<file path="config.mk">
export PLATFORM = sky130hd
export DESIGN_NAME = ssh_packet_deframer
export DESIGN_NICKNAME = d
export VERILOG_FILES = /design/src/hdl/sshd_pkg.sv /design/src/hdl/ssh_packet_deframer.sv /design/src/hdl/sshd_res_fifo.sv
export SDC_FILE = /design/constraint.sdc
export NUM_CORES = 1
export LEC_CHECK = 0
export BUFFER_PORTS_ARGS = -buffer_cell sky130_fd_sc_hd__buf_2
export CAP_MARGIN = 20
export CORE_MARGIN = 8
export CORE_UTILIZATION = 50
export DETAILED_ROUTE_END_ITERATION = 16
export GPL_TIMING_DRIVEN = 0
export PLACE_DENSITY = 0.67
export SLEW_MARGIN = 15
export SYNTH_ARGS = -nofsm -noshare
export SYNTH_HDL_FRONTEND = slang
export SYNTH_SLANG_ARGS = --single-unit
</file>
<file path="constraint.sdc">
create_clock -name clk_i -period 5.9 [get_ports clk_i]
set_input_delay 0.885 -clock clk_i [delete_from_list [all_inputs] [get_ports clk_i]]
set_output_delay 0.885 -clock clk_i [all_outputs]
set_load 0.02 [all_outputs]
</file>
<file path="src/hdl/sshd_pkg.sv">
// Shared types and constants for the SSH packet deframer.
package sshd_pkg;

  localparam int unsigned ByteW    = 8;
  localparam int unsigned LenW     = 32;
  localparam int unsigned HdrBytes = 5;
  localparam int unsigned MinPad   = 4;
  localparam int unsigned OutDataW = 48;

  localparam logic [LenW-1:0] MaxLenReset      = 32'd35000;
  localparam int unsigned     FifoDepthDefault = 4;

  typedef enum logic [2:0] {
    StOk     = 3'd0,
    StShort  = 3'd1,
    StTrunc  = 3'd2,
    StZero   = 3'd3,
    StPadLow = 3'd4,
    StPadBig = 3'd5,
    StOver   = 3'd6
  } status_e;

  // One result item as it sits in the output queue.
  typedef struct packed {
    logic [LenW-1:0]  plen;
    status_e          status;
    logic             last;
    logic [ByteW-1:0] pbyte;
  } result_t;

  // Results produced by one accepted byte: a payload result, a status result, or both.
  typedef struct packed {
    logic    fwd;
    logic    stat;
    result_t fwd_res;
    result_t stat_res;
  } push_req_t;

endpackage

</file>
<file path="src/hdl/ssh_packet_deframer.sv">
// SSH binary packet deframer: splits one raw packet into payload bytes and a status result.
//
// Input stream: one raw packet byte per transfer in s_axis_tdata, s_axis_tlast on the final
// byte. Bytes 0..3 are the big-endian packet length, byte 4 the padding length; the payload
// bytes that follow are forwarded on the output stream, padding and trailing bytes are dropped.
// Output stream: a payload result per forwarded byte (tlast low), then on the final input byte
// one status result (tlast high) carrying the status code and, when ok, the payload length.
// A nonzero status tells the consumer to discard the payload it already took.
// Configuration: cfg_we_i writes cfg_wdata_i into max_packet_length (reset 35000); a larger
// length field yields status oversize.
// Throughput: one input byte per cycle while the result queue has room; results leave the block
// one per cycle while m_axis_tready is high. Results are registered in the queue before they are offered.
// The per-byte work is the 32-bit status compares plus a down counter of payload bytes left, all
// between the packet state registers and a small result queue (FifoDepth entries).
// Stall: when the output stalls the queue fills and s_axis_tready drops once fewer than two
// free entries remain; nothing is lost or repeated.
// Reset: clears the packet state and empties the queue; max_packet_length returns to 35000.
module ssh_packet_deframer
  import sshd_pkg::*;
#(
  parameter int unsigned FifoDepth = FifoDepthDefault  // at least 2
) (
  input  logic                clk_i,
  input  logic                rst_ni,
  // configuration
  input  logic                cfg_we_i,
  input  logic [LenW-1:0]     cfg_wdata_i,    // max_packet_length
  // raw byte stream
  input  logic                s_axis_tvalid,
  output logic                s_axis_tready,
  input  logic [ByteW-1:0]    s_axis_tdata,   // [7:0] raw_byte
  input  logic                s_axis_tlast,   // last_byte
  // result stream
  output logic                m_axis_tvalid,
  input  logic                m_axis_tready,
  output logic [OutDataW-1:0] m_axis_tdata,   // [7:0] payload_byte, [10:8] status,
                                              // [42:11] payload_length, [47:43] zero
  output logic                m_axis_tlast    // end_flag
);

  logic [LenW-1:0]  max_len_q;
  logic [LenW-1:0]  count_q, count_d;     // bytes received in this packet, saturating
  logic [LenW-1:0]  length_q, length_d;   // packet length field
  logic [ByteW-1:0] pad_q, pad_d;         // padding length
  logic             hdr_ok_q, hdr_ok_d;   // padding >= 4 and length > padding
  logic [LenW-1:0]  rem_q, rem_d;         // payload positions still ahead
  logic [LenW-1:0]  plen_q, plen_d;       // payload length from the header

  logic             in_acc;
  logic             pos_lt4, pos_eq4, pos_ge5;
  logic             adv;
  logic             fwd;
  logic [ByteW-1:0] pad_cur;
  status_e          status;
  logic [LenW-1:0]  plen_out;
  push_req_t        push;
  result_t          out_res;
  logic             space;

  assign in_acc  = s_axis_tvalid & s_axis_tready;
  assign pos_lt4 = (count_q < LenW'(HdrBytes - 1));
  assign pos_eq4 = (count_q == LenW'(HdrBytes - 1));
  assign pos_ge5 = (count_q > LenW'(HdrBytes - 1));

  // Step through the payload positions whether or not the byte goes out.
  assign adv = in_acc & pos_ge5 & (rem_q != '0);

  // Forward a payload byte while the header checks pass, the length is within max_packet_length and bytes remain.
  assign fwd = adv & hdr_ok_q & (length_q <= max_len_q);

  // Padding byte arriving now counts for the checks of this very byte.
  assign pad_cur = pos_eq4 ? s_axis_tdata : pad_q;

  // Status checks in order of precedence.
  always_comb begin
    status   = StOk;
    plen_out = '0;
    if (pos_lt4) begin
      status = StShort;
    end else if (({1'b0, length_q} + (LenW + 1)'(3)) > {1'b0, count_q}) begin
      status = StTrunc;
    end else if (length_q == '0) begin
      status = StZero;
    end else if (pad_cur < ByteW'(MinPad)) begin
      status = StPadLow;
    end else if (LenW'(pad_cur) >= length_q) begin
      status = StPadBig;
    end else if (length_q > max_len_q) begin
      status = StOver;
    end else begin
      plen_out = plen_q;
    end
  end

  // Packet state update; the final byte returns everything to the start of a packet.
  always_comb begin
    count_d  = count_q;
    length_d = length_q;
    pad_d    = pad_q;
    hdr_ok_d = hdr_ok_q;
    rem_d    = rem_q;
    plen_d   = plen_q;
    if (in_acc) begin
      if (s_axis_tlast) begin
        count_d  = '0;
        length_d = '0;
        pad_d    = '0;
        hdr_ok_d = 1'b0;
        rem_d    = '0;
      end else begin
        if (count_q != '1) begin
          count_d = count_q + 1'b1;
        end
        if (pos_lt4) begin
          length_d = {length_q[LenW-ByteW-1:0], s_axis_tdata};
        end
        if (pos_eq4) begin
          pad_d    = s_axis_tdata;
          hdr_ok_d = (s_axis_tdata >= ByteW'(MinPad)) & (length_q > LenW'(s_axis_tdata));
          plen_d   = length_q - LenW'(1) - LenW'(s_axis_tdata);
          rem_d    = length_q - LenW'(1) - LenW'(s_axis_tdata);
        end
        if (adv) begin
          rem_d = rem_q - 1'b1;
        end
      end
    end
  end

  always_ff @(posedge clk_i or negedge rst_ni) begin
    if (!rst_ni) begin
      max_len_q <= MaxLenReset;
      count_q   <= '0;
      length_q  <= '0;
      pad_q     <= '0;
      hdr_ok_q  <= 1'b0;
      rem_q     <= '0;
    end else begin
      if (cfg_we_i) begin
        max_len_q <= cfg_wdata_i;
      end
      count_q  <= count_d;
      length_q <= length_d;
      pad_q    <= pad_d;
      hdr_ok_q <= hdr_ok_d;
      rem_q    <= rem_d;
    end
  end

  always_ff @(posedge clk_i) begin
    plen_q <= plen_d;
  end

  // Payload result first, status result behind it.
  always_comb begin
    push.fwd              = fwd;
    push.fwd_res.plen     = '0;
    push.fwd_res.status   = StOk;
    push.fwd_res.last     = 1'b0;
    push.fwd_res.pbyte    = s_axis_tdata;
    push.stat             = in_acc & s_axis_tlast;
    push.stat_res.plen    = plen_out;
    push.stat_res.status  = status;
    push.stat_res.last    = 1'b1;
    push.stat_res.pbyte   = '0;
  end

  sshd_res_fifo #(
    .Depth (FifoDepth)
  ) u_res_fifo (
    .clk_i   (clk_i),
    .rst_ni  (rst_ni),
    .push_i  (push),
    .space_o (space),
    .valid_o (m_axis_tvalid),
    .ready_i (m_axis_tready),
    .res_o   (out_res)
  );

  assign s_axis_tready = space;
  assign m_axis_tdata  = {(OutDataW - LenW - 3 - ByteW)'(0), out_res.plen, out_res.status,
                          out_res.pbyte};
  assign m_axis_tlast  = out_res.last;

  a_clear_on_last : assert property (@(posedge clk_i) disable iff (!rst_ni)
    (in_acc && s_axis_tlast) |=> (count_q == '0 && !hdr_ok_q && rem_q == '0))
    else $error("packet state not cleared after final byte");

  a_hdr_after_header : assert property (@(posedge clk_i) disable iff (!rst_ni)
    hdr_ok_q |-> pos_ge5)
    else $error("header checks valid before header complete");

  a_valid_from_accept : assert property (@(posedge clk_i) disable iff (!rst_ni)
    $rose(m_axis_tvalid) |-> $past(in_acc))
    else $error("result appeared without an accepted byte");

endmodule

</file>
<file path="src/hdl/sshd_res_fifo.sv">
// Result queue: takes up to two results per cycle, hands out one per cycle while ready_i is high.
module sshd_res_fifo
  import sshd_pkg::*;
#(
  parameter int unsigned Depth = FifoDepthDefault
) (
  input  logic      clk_i,
  input  logic      rst_ni,
  input  push_req_t push_i,
  output logic      space_o,
  output logic      valid_o,
  input  logic      ready_i,
  output result_t   res_o
);

  localparam int unsigned PtrW = (Depth > 1) ? $clog2(Depth) : 1;
  localparam int unsigned CntW = $clog2(Depth + 1);

  result_t         slot_q [Depth];
  logic [PtrW-1:0] wr_ptr_q, wr_ptr_d, rd_ptr_q, rd_ptr_d, wr_ptr_nxt, wr_sel;
  logic [CntW-1:0] cnt_q, cnt_d;
  logic            pop;
  logic [1:0]      push_n;

  function automatic logic [PtrW-1:0] ptr_inc(input logic [PtrW-1:0] p);
    logic [PtrW-1:0] r;
    if (p == PtrW'(Depth - 1)) begin
      r = '0;
    end else begin
      r = p + 1'b1;
    end
    return r;
  endfunction

  assign pop        = valid_o & ready_i;
  assign push_n     = {1'b0, push_i.fwd} + {1'b0, push_i.stat};
  assign wr_ptr_nxt = ptr_inc(wr_ptr_q);
  assign wr_sel     = push_i.fwd ? wr_ptr_nxt : wr_ptr_q;

  always_comb begin
    wr_ptr_d = wr_ptr_q;
    if (push_n == 2'd2) begin
      wr_ptr_d = ptr_inc(wr_ptr_nxt);
    end else if (push_n == 2'd1) begin
      wr_ptr_d = wr_ptr_nxt;
    end
    rd_ptr_d = pop ? ptr_inc(rd_ptr_q) : rd_ptr_q;
    cnt_d    = cnt_q + CntW'(push_n) - CntW'(pop);
  end

  always_ff @(posedge clk_i or negedge rst_ni) begin
    if (!rst_ni) begin
      wr_ptr_q <= '0;
      rd_ptr_q <= '0;
      cnt_q    <= '0;
    end else begin
      wr_ptr_q <= wr_ptr_d;
      rd_ptr_q <= rd_ptr_d;
      cnt_q    <= cnt_d;
    end
  end

  always_ff @(posedge clk_i) begin
    if (push_i.fwd) begin
      slot_q[wr_ptr_q] <= push_i.fwd_res;
    end
    if (push_i.stat) begin
      slot_q[wr_sel] <= push_i.stat_res;
    end
  end

  assign res_o   = slot_q[rd_ptr_q];
  assign valid_o = (cnt_q != '0);
  assign space_o = (cnt_q <= CntW'(Depth - 2));

  a_cnt_bound : assert property (@(posedge clk_i) disable iff (!rst_ni)
    cnt_q <= CntW'(Depth))
    else $error("result queue overfilled");

  a_empty_ptrs : assert property (@(posedge clk_i) disable iff (!rst_ni)
    (cnt_q == '0) |-> (rd_ptr_q == wr_ptr_q))
    else $error("empty queue with mismatched pointers");

endmodule
</file>
==> summary.md <==
| Metric | Value |
|---|---|
| Total GRT Usage | 0.236 |
| Worst Path Max Fanout | 10 |
| Largest net degree at the start of global routing | 77 |
| Crit path kind | flip-flop to flip-flop |
| Clk_lat worst skew | slightly below 0.6 ns |
| # setup viols final | 0 |
| Clk slew on worst S/H paths | 0.07 ns |
| VDD IR-drop max | 0.000297 V |
| Max cap viols | 0 |
| PortBufs | 86 |
| Reg2reg setup slack | 0.30 ns |
| Run status | finished clean |
| Syn_area_per_cell | 10.8 um2 |
| Worst Slack Setup Final | 0.302 ns |
| H-tree depth | 2 |
| Sink Count | 352 |
| Vert. Die Dim | 213 um |
| Hold_ws | 0.275 ns |
| Cell row count | 72 |
| Initial antenna violation count | 0 |
| Hpwl dp | 38200 um |
| Final worst-path cycle share | 0.949 |
| Post-synthesis instance total | ~1800 |
| Reg-to-reg critical path endpoint | u_res_fifo.slot_q[3][41] |
| Asr flop ratio synth | 0.409 |
| Layout cell share with drive strength beyond 1 | 0.165 |
| Pre-CTS setup slack | -0.336 ns |
| # diodes | 0 |
| Vias in the first global route | 14700 |
| Die area | 45500 um2 |
| Total number of yosys warnings | 0 |
| FF+latch area | 9500 um2 |
| Footprint of the multi-input gates | just under 9000 um2 |
| Fill cell count | between 3000 and 4000 |
| Dominant synthesized flop cell | edfxtp_1 |
| Drt pass-1 iters | 6 |
| Final Skew | 0.0354 ns |
| Final hold violation count | 0 |
| EDFF count, synth | 172 |
| Wire per inst | 21.4 um |
| Max Root-Sink Buffers | 3 |
| Area grow syn2layout | 13.0% |
| Total gr overflow | 0 |
| Core Region | 38600 um2 |
| Postcts setup bufs | 0 |
| Routed wire length | between 50000 and 60000 um |
| Hold-fix buffer count after cts | 0 |
| Slew margin rel. | 0.221 |
| Die X-Extent | ~210 um |
| Total number of vias | 14800 |
| Worst Tran Pin Value | 1.17 ns |
| Number of vias per cell | 5.94 |
| PD cells | 461 nW/um2 |
| Synth cell types | 78 |
| Min-delay worst type | primary input to asynchronous set/reset pin |
| CTS tree | built |
| Initial core utilization | 0.505 |
| DRT antenna net count | 0 |
| Fmax | 179 MHz |
| DRC | 0 |
| Most common cell after layout, fill and taps aside | nor3_1 |
| Pleak | 9.07 nW |
| CP endpoint kind | flip-flop |
| Commonest cells after routing, fill and taps aside | 176 x nor3_1, 172 x edfxtp_1, 142 x inv_1, 136 x dfrtp_1 |
| RSZ-0062 raised after global routing | no |
| Synth Register Bits | 352 |
| CP arrival | approximately 6.0 ns |
| CTS buffer count | 38 |
| Routability Congestion | 0.928 |
| R2r worst-path depth | 18 |
| DRT iter0 DRCs | 1309 |
| Post-Syn Area | 19500 um2 |
| Period minus WS final | 5.60 ns |
| First-pass GRT wire length | 83600 um |
| # IOs | 97 |
| Startpoint Class | flip-flop |
| Setup TNS | 0 ns |
| Reg2reg start | length_q[0] |
| Worst Path Required | 6.28 ns |
| Max Transition Viols Final | 0 |
| Root buffer cell | clkbuf_16 |
| Fin nets | 2083 |
| Sequential fraction of the synthesis area | 0.488 |
[where the power goes]
part           switching, W  total (W)  internal, W
combinational       0.00302    0.00456      0.00154
sequential         0.000247    0.00319      0.00294
clock               0.00105    0.00239      0.00134
[worst max-delay path by stage]
stage | from | end | slack (ns) | cells past startpoint
floorplan | length_q[0] | u_res_fifo.slot_q[1][12] | 1.33 | 18
global placement | length_q[0] | u_res_fifo.slot_q[1][27] | -0.16 | 18
detailed placement | length_q[0] | u_res_fifo.slot_q[2][42] | -0.34 | 18
CTS | length_q[1] | u_res_fifo.slot_q[3][41] | 0.02 | 18
global route | length_q[0] | u_res_fifo.slot_q[3][32] | 0.06 | 18
finish | length_q[0] | u_res_fifo.slot_q[3][41] | 0.30 | 18
[registers in the layout, summed over array words and instances (netlist names), 3 cells and up]
signal	cells
pad_q	8
count_q	32
length_q	32
u_res_fifo.cnt_q	3
rem_q	32
plen_q	32
max_len_q	32
u_res_fifo.slot_q	176
[through the flow]
step                total power, W  instances  cell area (um2)   util
floorplan                  0.00618       1805            19500      -
global placement           0.00755       2409            20500  0.533
detailed placement         0.00767       2415            20700  0.537
CTS                         0.0101       2485            22000  0.570
global route                0.0107       2485            22000  0.570
finish                      0.0101       2485            22000  0.570
[synthesized netlist by cell type (5+ instances only)]
library cell	count	share of area
clkbuf_1	64	0.012
edfxtp_1	172	0.27
ha_1	98	0.063
a211oi_1	5	0.0019
a21boi_0	5	0.0019
nor2b_1	7	0.0023
nor3_1	177	0.046
buf_1	9	0.0017
a211o_1	9	0.0041
xor2_1	22	0.0099
a21oi_1	60	0.015
buf_4	5	0.0019
buf_2	24	0.0062
mux4_2	44	0.051
a21o_1	10	0.0039
or4_1	7	0.0027
nor4_1	31	0.010
nand2_1	113	0.022
dfstp_2	6	0.0081
and3_1	9	0.0029
xnor2_1	66	0.030
a221o_1	7	0.0036
o21a_1	6	0.0023
o21ai_0	81	0.021
nor3_2	31	0.016
mux2i_1	41	0.021
dfrtp_1	138	0.18
nand3_1	45	0.012
o211ai_1	6	0.0023
and4_1	11	0.0050
dfxtp_1	36	0.037
a22o_1	40	0.018
o31ai_1	5	0.0019
nand4_1	34	0.011
inv_1	142	0.027
buf_6	12	0.0069
or3_1	22	0.0071
nand2b_1	7	0.0023
mux2_2	9	0.0052
nor2_1	99	0.019
or2_2	10	0.0032
[cells by family after synthesis]
kind of cell | share of synthesized area
xor gates and xnor gates | 0.0396
AOI/OAI and AO/OA | 0.0975
muxes | 0.0772
and+or+nand+nor | 0.176
adders and majority gates | 0.0651
buffers and inverters | 0.0565
other | 0.000193
DFF | 0.488
[routing by layer]
layer  vias to the layer above  wire [um]  share of wire  GRT usage
met2                       554      25700           0.48      0.392
met5                         -          0              0          0
met3                        93       3670          0.069     0.0373
met1                      7254      22400           0.42      0.314
li1                       6868          -              -          -
met4                         0       1320          0.025     0.0749
[critical path, cell delays in order, from the launching register on]
cell and delay [ns]:
dfrtp_2 0.50, inv_1 0.20, ha_1 0.31, nand4b_1 0.24, or4b_2 0.65, clkbuf_1 0.20
nor3_2 0.31, nand3_1 0.16, xnor2_1 0.17, ha_1 0.30, a21oi_1 0.18, o221ai_1 0.18
o41ai_2 0.39, a21oi_1 0.17, a2111oi_2 0.48, nand4b_1 0.25, buf_2 0.25, buf_2 0.22
nor3_1 0.25
[cell type report]
class                           instances  share of cell area
Clock buffer                           53              0.0505
Tap cell                              518              0.0295
Sequential cell                       352               0.432
Clock inverter                         17             0.00603
Multi-Input combinational cell       1197               0.405
Inverter                              142              0.0242
Timing Repair Buffer                   92              0.0265
Buffer                                114              0.0258
[repair_timing]
action,in CTS,in global routing
endpoints found under the setup margin,128,127
cloned,0,0
resized for setup,3,3
Note: power is estimated with default switching activity, not from simulation.
